[src/sv/bcc_pkg.sv]
package bcc_pkg;

    // Result codes
    typedef enum logic [1:0] {
        EV_NONE   = 2'd0,
        EV_SINGLE = 2'd1,
        EV_DOUBLE = 2'd2
    } t_click_event;

    localparam int unsigned WINDOW_WIDTH        = 8;
    localparam int unsigned EVENT_WIDTH         = 2;
    localparam int unsigned COUNT_WIDTH_DEFAULT = 16;

    localparam logic [WINDOW_WIDTH-1:0] CLICK_WINDOW_RESET = 8'd50;

    // Pending click count codes
    localparam logic [1:0] CLICKS_NONE   = 2'd0;
    localparam logic [1:0] CLICKS_SINGLE = 2'd1;
    localparam logic [1:0] CLICKS_DOUBLE = 2'd2;
    localparam logic [1:0] CLICKS_MAX    = 2'd3;

endpackage

[src/sv/bcc_key_if.sv]
interface bcc_key_if;
    logic valid;
    logic ready;
    logic key_pressed;

    modport source (output valid, output key_pressed, input ready);
    modport sink   (input valid, input key_pressed, output ready);
endinterface

[src/sv/bcc_event_if.sv]
interface bcc_event_if;
    logic       valid;
    logic       ready;
    logic [1:0] click_event;

    modport source (output valid, output click_event, input ready);
    modport sink   (input valid, input click_event, output ready);
endinterface

[src/sv/button_click_classifier.sv]
// Single/double click classifier for one button. Each request on i_key carries one
// sampled button level and yields exactly one result on o_event: 0 no click,
// 1 single click, 2 double click. A request is taken every cycle while i_key.ready
// is high; it passes through one input register and one result register to
// o_event, so up to two requests are in flight. i_key.ready drops only while both
// registers are full and o_event is stalled. The user must write the click window
// (reset 50) through i_cfg_we and i_cfg_wdata only while no request is in flight;
// the block does not enforce this. Gap and hold counters (COUNT_WIDTH bits) saturate.
module button_click_classifier #(
    parameter int unsigned COUNT_WIDTH = bcc_pkg::COUNT_WIDTH_DEFAULT
) (
    input  logic                              i_clk,
    input  logic                              i_rst_n,
    bcc_key_if.sink                           i_key,
    bcc_event_if.source                       o_event,
    input  logic                              i_cfg_we,
    input  logic [bcc_pkg::WINDOW_WIDTH-1:0]  i_cfg_wdata
);
    import bcc_pkg::*;

    logic                    r_in_valid;
    logic                    r_key;
    logic                    r_out_valid;
    t_click_event            r_event;
    logic [WINDOW_WIDTH-1:0] r_window;
    logic                    r_latch;
    logic                    r_edge;
    logic [1:0]              r_count;
    logic [COUNT_WIDTH-1:0]  r_gap;
    logic [COUNT_WIDTH-1:0]  r_hold;

    logic                    advance;
    logic                    n_latch;
    logic                    n_edge;
    logic [1:0]              n_count;
    logic [COUNT_WIDTH-1:0]  n_gap;
    logic [COUNT_WIDTH-1:0]  n_hold;
    t_click_event            n_event;
    logic [COUNT_WIDTH-1:0]  gap_inc;
    logic [COUNT_WIDTH-1:0]  window_ext;

    // Move the held request forward when the result slot is free or drains
    assign advance        = !r_out_valid || o_event.ready;
    assign i_key.ready    = !r_in_valid || advance;
    assign o_event.valid  = r_out_valid;
    assign o_event.click_event = r_event;
    assign window_ext     = COUNT_WIDTH'(r_window);

    // Classify the held sample against the current state
    always_comb begin
        n_hold  = r_key ? ((r_hold == '1) ? r_hold : r_hold + 1'b1) : '0;
        n_latch = r_latch | r_key;
        n_edge  = r_edge;
        n_count = r_count;
        n_gap   = r_gap;
        n_event = EV_NONE;
        gap_inc = (r_gap == '1) ? r_gap : r_gap + 1'b1;

        if (!r_edge && n_latch) begin
            n_count = (r_count == CLICKS_MAX) ? r_count : r_count + 1'b1;
            n_edge  = 1'b1;
        end

        if (!r_edge && n_count == CLICKS_DOUBLE) begin
            // Second press: report at once, keep the latch as is
            n_count = CLICKS_NONE;
            n_gap   = '0;
            n_event = EV_DOUBLE;
        end else begin
            if (!r_key) begin
                n_latch = 1'b0;
                n_edge  = 1'b0;
            end
            if (n_count == CLICKS_SINGLE) begin
                n_gap = gap_inc;
                if (gap_inc > window_ext && n_hold < window_ext) begin
                    n_count = CLICKS_NONE;
                    n_gap   = '0;
                    n_event = EV_SINGLE;
                end else if (n_hold > window_ext) begin
                    // Long hold: drop the pending click silently
                    n_count = CLICKS_NONE;
                    n_gap   = '0;
                end
            end
        end
    end

    // Control and state registers
    always_ff @(posedge i_clk) begin
        if (!i_rst_n) begin
            r_in_valid  <= 1'b0;
            r_out_valid <= 1'b0;
            r_window    <= CLICK_WINDOW_RESET;
            r_latch     <= 1'b0;
            r_edge      <= 1'b0;
            r_count     <= CLICKS_NONE;
            r_gap       <= '0;
            r_hold      <= '0;
        end else begin
            if (i_cfg_we) begin
                r_window <= i_cfg_wdata;
            end
            if (i_key.ready) begin
                r_in_valid <= i_key.valid;
            end
            if (advance) begin
                r_out_valid <= r_in_valid;
            end
            if (r_in_valid && advance) begin
                r_latch <= n_latch;
                r_edge  <= n_edge;
                r_count <= n_count;
                r_gap   <= n_gap;
                r_hold  <= n_hold;
            end
        end
    end

    // Payload registers
    always_ff @(posedge i_clk) begin
        if (i_key.ready && i_key.valid) begin
            r_key <= i_key.key_pressed;
        end
        if (r_in_valid && advance) begin
            r_event <= n_event;
        end
    end

endmodule

[src/flat_wrapper.sv]
// flat-port wrapper written by rule: the top's interface ports become plain ports
module button_click_classifier_flat import bcc_pkg::*;
#(
    parameter int unsigned COUNT_WIDTH = bcc_pkg::COUNT_WIDTH_DEFAULT
)
  (i_clk, i_rst_n, i_cfg_we, i_cfg_wdata, i_key_valid, i_key_key_pressed, i_key_ready, o_event_valid, o_event_click_event, o_event_ready);
  bcc_key_if i_key_i ();
  bcc_event_if o_event_i ();
  input  logic i_clk;
  input  logic i_rst_n;
  input  logic i_cfg_we;
  input  logic [bcc_pkg::WINDOW_WIDTH-1:0] i_cfg_wdata;
  input wire logic [$bits(i_key_i.valid)-1:0] i_key_valid;
  input wire logic [$bits(i_key_i.key_pressed)-1:0] i_key_key_pressed;
  output wire logic [$bits(i_key_i.ready)-1:0] i_key_ready;
  output wire logic [$bits(o_event_i.valid)-1:0] o_event_valid;
  output wire logic [$bits(o_event_i.click_event)-1:0] o_event_click_event;
  input wire logic [$bits(o_event_i.ready)-1:0] o_event_ready;
  assign i_key_i.valid = i_key_valid;
  assign i_key_i.key_pressed = i_key_key_pressed;
  assign i_key_ready = i_key_i.ready;
  assign o_event_valid = o_event_i.valid;
  assign o_event_click_event = o_event_i.click_event;
  assign o_event_i.ready = o_event_ready;
  button_click_classifier #(.COUNT_WIDTH(COUNT_WIDTH)) u_core (.i_clk(i_clk), .i_rst_n(i_rst_n), .i_key(i_key_i), .o_event(o_event_i), .i_cfg_we(i_cfg_we), .i_cfg_wdata(i_cfg_wdata));
endmodule
[config.mk]
export PLATFORM = sky130hd
export DESIGN_NAME = button_click_classifier_flat
export DESIGN_NICKNAME = d
export VERILOG_FILES = /design/src/sv/bcc_pkg.sv /design/src/sv/bcc_key_if.sv /design/src/sv/bcc_event_if.sv /design/src/sv/button_click_classifier.sv /design/src/flat_wrapper.sv
export SDC_FILE = /design/constraint.sdc
export NUM_CORES = 1
export LEC_CHECK = 0
export BUFFER_PORTS_ARGS = -buffer_cell sky130_fd_sc_hd__buf_2
export CORE_MARGIN = 1.5
export CORE_UTILIZATION = 25
export DETAILED_ROUTE_END_ITERATION = 10
export PLACE_DENSITY = 0.39
export SLEW_MARGIN = 20
export SYNTH_ARGS = -nofsm -noshare
export SYNTH_HDL_FRONTEND = slang
export SYNTH_SLANG_ARGS = --single-unit
[constraint.sdc]
create_clock -name i_clk -period 6.1 [get_ports i_clk]
set_clock_uncertainty 0.2 [all_clocks]
set_input_delay 0.305 -clock i_clk [delete_from_list [all_inputs] [get_ports i_clk]]
set_output_delay 0.305 -clock i_clk [all_outputs]
set_load 0.01 [all_outputs]
# Word-level counts from Yosys, hierarchy flattened
# Index checks and enable logic that the tools add are counted.
# W data, S select, Z words.
# op_classes
order_cmp	3
addsub	3
n_mux	20
n_shift	0
n_div	0
eq_ne	5
mul	0
n_reduce_logical	13
bitwise	2
# ops
cell	count
$mux W16	7
$add A16 B1 Y16 const B	2
$eq A16 B16 Y1 const B	2
$gt A16 B8 Y1	2
$lt A16 B8 Y1	1
$mux W2	7
$mux W1	6
$logic_and A1 B1 Y1	5
$eq A2 B2 Y1 const B	2
$logic_not A1 Y1	3
$add A2 B1 Y2 const B	1
$eq A2 B1 Y1 const B	1
$logic_or A1 B1 Y1	2
$reduce_and A2 Y1	1
$reduce_bool A2 Y1	1
$reduce_or A2 Y1	1
$not A1 Y1	1
$or A1 B1 Y1	1
# word_totals
latchBits	0
regBits	49
output_inout_bits	4
input_bits	14
wordCells	57
memories	0
romBits	0
mem_bits_rw	0

# Logic depth before layout (Yosys ltp)
# logic_depth
word_depth	8
ltp_mapped	16
ltp_nobuf	15

# Worst setup path after synthesis
# OpenSTA, ideal clock, no wires.
# synth_path
kind	register to register
start	register u_core.r_gap[0]
end	register u_core.r_gap[5]
period_less_slack_ps	4674
stages_incl_launch_ff	16
n_path_buf	2
path_slack_ps	1426
arrival_ps	4370
setup_ps	103
path_cell_list	dfxtp_1 > ha_1 > clkbuf_1 > nand4_1 > or4_2 > clkbuf_1 > nand4_1 > xnor2_1 > ha_1 > and3_1 > a221oi_1 > a31oi_1 > or4_4 > o41ai_4 > nand3_2 > a2111oi_2
# synth_between
elab_chain_cells	7
elab_cells_between_ends	9
cone_classes	add/sub (1); order compare (1); eq/ne (1); mux (5); reduce/logical (1)
# synth_lines
item	line_no	source
start, declared	button_click_classifier.sv:29	logic [COUNT_WIDTH-1:0] r_gap;
start signal, assigned	button_click_classifier.sv:114	r_gap <= n_gap;
$add A16 B1 Y16 / $eq A16 B16 Y1 (equally long branches)	button_click_classifier.sv:57	gap_inc = (r_gap == '1) ? r_gap : r_gap + 1'b1;
$mux W16 *	button_click_classifier.sv:57	
$gt A16 B8 Y1	button_click_classifier.sv:76	if (gap_inc > window_ext && n_hold < window_ext) begin
$logic_and A1 B1 Y1	button_click_classifier.sv:76	
$mux W16 *	button_click_classifier.sv:76	
$mux W16 *	button_click_classifier.sv:74	if (n_count == CLICKS_SINGLE) begin
$mux W16 *	button_click_classifier.sv:64	if (!r_edge && n_count == CLICKS_DOUBLE) begin
# Every way passes the cells marked *; elsewhere a longest branch is shown, timed or not. The select of a mux whose other input is x is not followed.
# A chain may end at the register's enable or synchronous reset.

# Worst setup path after layout
# layout_path
start	register u_core.r_gap[0]
end	register u_core.r_gap[14]
# The elaborated chain is that of the path after synthesis.

==> flow_summary.json <==
{
  "status": "finished, final reports clean",
  "worstPathArrival_ns": 5.17,
  "power_density_nw_per_um2": 182.9,
  "post-route-drc-count": 0,
  "wl_per_cell_um": 15.20,
  "cts.sinks": 49,
  "rsz0062_at_grt": "no",
  "die_height_um": 120.3,
  "chipWidth_um": 120.3,
  "avgSynthCellArea_sq_um": 7.727,
  "insertion_delay_ns": 0.29,
  "finalSetupViolCount": 0,
  "start_util": 0.2576,
  "core_area_sq_um": 13350,
  "grt_max_degree": 27,
  "synthesis.area_sq_um": 3438,
  "finalInstanceArea_sq_um": 3799,
  "via_count": 3201,
  "rows": 42,
  "grt_pass1_wl_um": 15660,
  "placed_area_sq_um": 3642,
  "finalHoldViolCount": 0,
  "synth_edf_count": 3,
  "finalWirelength_um": 9395,
  "final_nets": 473,
  "rrSetupSlack_ns": 0.93,
  "holdCritPathClass": "input pin to flip-flop",
  "multi_input_area_sq_um": 2232,
  "hold_start": "i_key_valid",
  "cts_buffer_depth": 2,
  "regArea_sq_um": 1011,
  "ys_types": 60,
  "yosysWarnings": 0,
  "fin_ws_ns": 0.9320,
  "power_uw": 694.8,
  "synthArstFlopShare": 0,
  "fmax_mhz": 193.5,
  "critPathMaxFanout": 11,
  "grt_pass1_vias": 3012,
  "cap_violations": 0,
  "place_congestion": 0.7782,
  "tightestPinTransition_ns": 0.9145,
  "pre_cts_slack_ns": 0.9334,
  "period_minus_slack_ns": 5.168,
  "fillers": 1489,
  "p_int_uw": 519.4,
  "yosysSeqAreaShare": 0.2940,
  "cts-root-buf": "clkbuf_16",
  "viasPerCell": 5.180,
  "syn_nets": 477,
  "cts_tree": "done",
  "required_ns": 6.11,
  "io_buffer_count": 17,
  "gr-total-overflow": 0,
  "setup.worst_path.start": "u_core.r_gap[0]",
  "share_comb_of_total_power": 0.099,
  "power_switching_share": 0.2525,
  "synthCells": 445,
  "hpwl_um": 6703,
  "firstDrtPassIters": 4,
  "ios": 18,
  "final_max_slew_viol_count": 0,
  "area.growth.synth_to_final_pct": 10.48,
  "clkSlewWorstSetupHoldPaths_ns": 0.07,
  "diodes": 0,
  "layout.cells.non_filler": 618,
  "drt_iter0_markers": 179,
  "leakage_uw": 0.001411,
  "grt_use_total": 0.1349,
  "die_area_sq_um": 14470,
  "synth-seq-cells": 49,
  "seqPwrFrac": 0.483,
  "synthFlopType": "dfxtp_1",
  "postRouteAntennaNets": 0,
  "antenna_found_initial": 0,
  "htree_levels": 2,
  "crit_end": "u_core.r_gap[14]",
  "tns_ns": 0,
  "p_sw_uw": 175.4,
  "critPathCaptureType": "flip-flop",
  "finalCritPeriodShare": 0.8472,
  "timing.rr.end": "u_core.r_gap[14]",
  "r2r-start": "u_core.r_gap[0]",
  "drive_gt1_frac": 0.09276,
  "r2r_cells": 14,
  "slew_headroom": 0.3903,
  "place_inst": 609,
  "numCtsBuffers": 5,
  "worstSetupPathType": "flip-flop to flip-flop",
  "p_clk_frac": 0.418,
  "crit_path_start_kind": "flip-flop",
  "ir_worst_vdd_uv": 90.95
}
## synth_stat cells (all sizes together), types with 11 or more instances
cell type | n | share of area
a31oi | 16 | 0.029
nand3 | 21 | 0.036
ha | 18 | 0.066
o21ai | 12 | 0.017
and3 | 12 | 0.023
nand4 | 23 | 0.042
xnor2 | 11 | 0.028
nor2 | 36 | 0.039
nand2 | 46 | 0.050
nor3 | 17 | 0.025
inv | 14 | 0.015
clkbuf | 25 | 0.027
a21oi | 33 | 0.048
dfxtp | 46 | 0.27
## sequential cells by signal (all words and copies together), names as in the netlist
register and count:
u_core.o_event.click_event 2, u_core.o_event.valid 1, u_core.r_count 2, u_core.r_gap 16, u_core.r_edge 1, u_core.r_hold 16, u_core.r_window 8, u_core.r_in_valid 1
u_core.r_latch 1, u_core.r_key 1
## cell usage in the layout, fill, tap and decap left out, types with 6 or more instances in the layout
cell	n
nand3_1	19
and4_1	6
o211ai_1	10
a21oi_1	32
xnor2_1	11
buf_2	17
o21ai_0	12
nand4_1	23
and3_1	10
nor2_1	36
ha_1	18
dfxtp_1	46
mux2i_1	9
a31oi_1	16
xor2_1	6
nand2_1	46
nor2b_1	9
nor3_1	17
inv_1	14
## stage by stage
| stage | hold WS (ns) | utilization |
|---|---|---|
| 6_report | 0.02187 | 0.2846 |
| 3_3_place_gp | 0.2663 | 0.2729 |
| 4_1_cts | 0.01441 | 0.2846 |
| 5_1_grt | 0.03878 | 0.2846 |
| 3_5_place_dp | 0.2662 | 0.2729 |
| 2_1_floorplan | 0.2039 | - |
## cell families (layout without fill, tap and decap cells)
logic type / Yosys count / after routing / share of synthesized area
AND/OR/NAND/NOR: 200 / 200 / 0.3119
adder cells (fa/ha/maj): 18 / 18 / 0.06550
XOR/XNOR: 17 / 17 / 0.04330
buffers and inverters: 49 / 46 / 0.05786
flip-flops: 49 / 49 / 0.2940
AO/OA/AOI/OAI: 103 / 103 / 0.2012
multiplexers: 9 / 9 / 0.02620
## how the worst min path moves through the flow
stage | endpoint | slack (ns) | cells past startpoint
floorplan | u_core.r_key | 0.20 | 0
global placement | u_core.r_latch | 0.27 | 2
detailed placement | u_core.r_latch | 0.27 | 2
CTS | u_core.r_in_valid | 0.01 | 3
global route | u_core.r_window[5] | 0.04 | 3
finish | u_core.r_in_valid | 0.02 | 3
## power groups by stage
stage | sequential [uW] | clock (uW) | combinational [uW]
2_1_floorplan | 342 | 0 | 47.6
3_3_place_gp | 343 | 0 | 69.3
3_5_place_dp | 343 | 0 | 69.3
4_1_cts | 336 | 304 | 70.0
5_1_grt | 337 | 313 | 79.3
6_report | 336 | 290 | 68.7
## metal layers
metal	up-vias	share of wire	track usage
met3	10	0.029	0.01840
met5	-	0	0
li1	1627	-	-
met2	52	0.45	0.2121
met4	0	0.015	0.04485
met1	1512	0.51	0.1899
## repair_timing
item                                    in CTS  in global routing
endpoints found under the setup margin       0                  0
setup buffers                                0                  0
hold endpoints to repair                     1                  0
hold buffers                                 1                  0
gates resized for setup                      0                  0
## cell type report
cell class                      instances  share of cell area
Sequential cell                        49              0.2661
Timing Repair Buffer                   23             0.03491
Multi-Input combinational cell        347              0.5876
Tap cell                              176             0.05797
Clock buffer                            8             0.03854
Inverter                               15             0.01482
## critical path, cell delays in order (launching register included)
cell,delay [ns]
dfxtp_1,0.47
ha_1,0.36
nand4_1,0.23
or4_2,0.87
nand4_1,0.18
xnor2_1,0.16
ha_1,0.28
and3_1,0.20
a221oi_1,0.30
a31oi_1,0.07
or4_4,0.51
o41ai_4,0.60
buf_4,0.30
nand3_1,0.09
a221oi_1,0.25
Note: power is estimated with default switching activity, not from simulation.
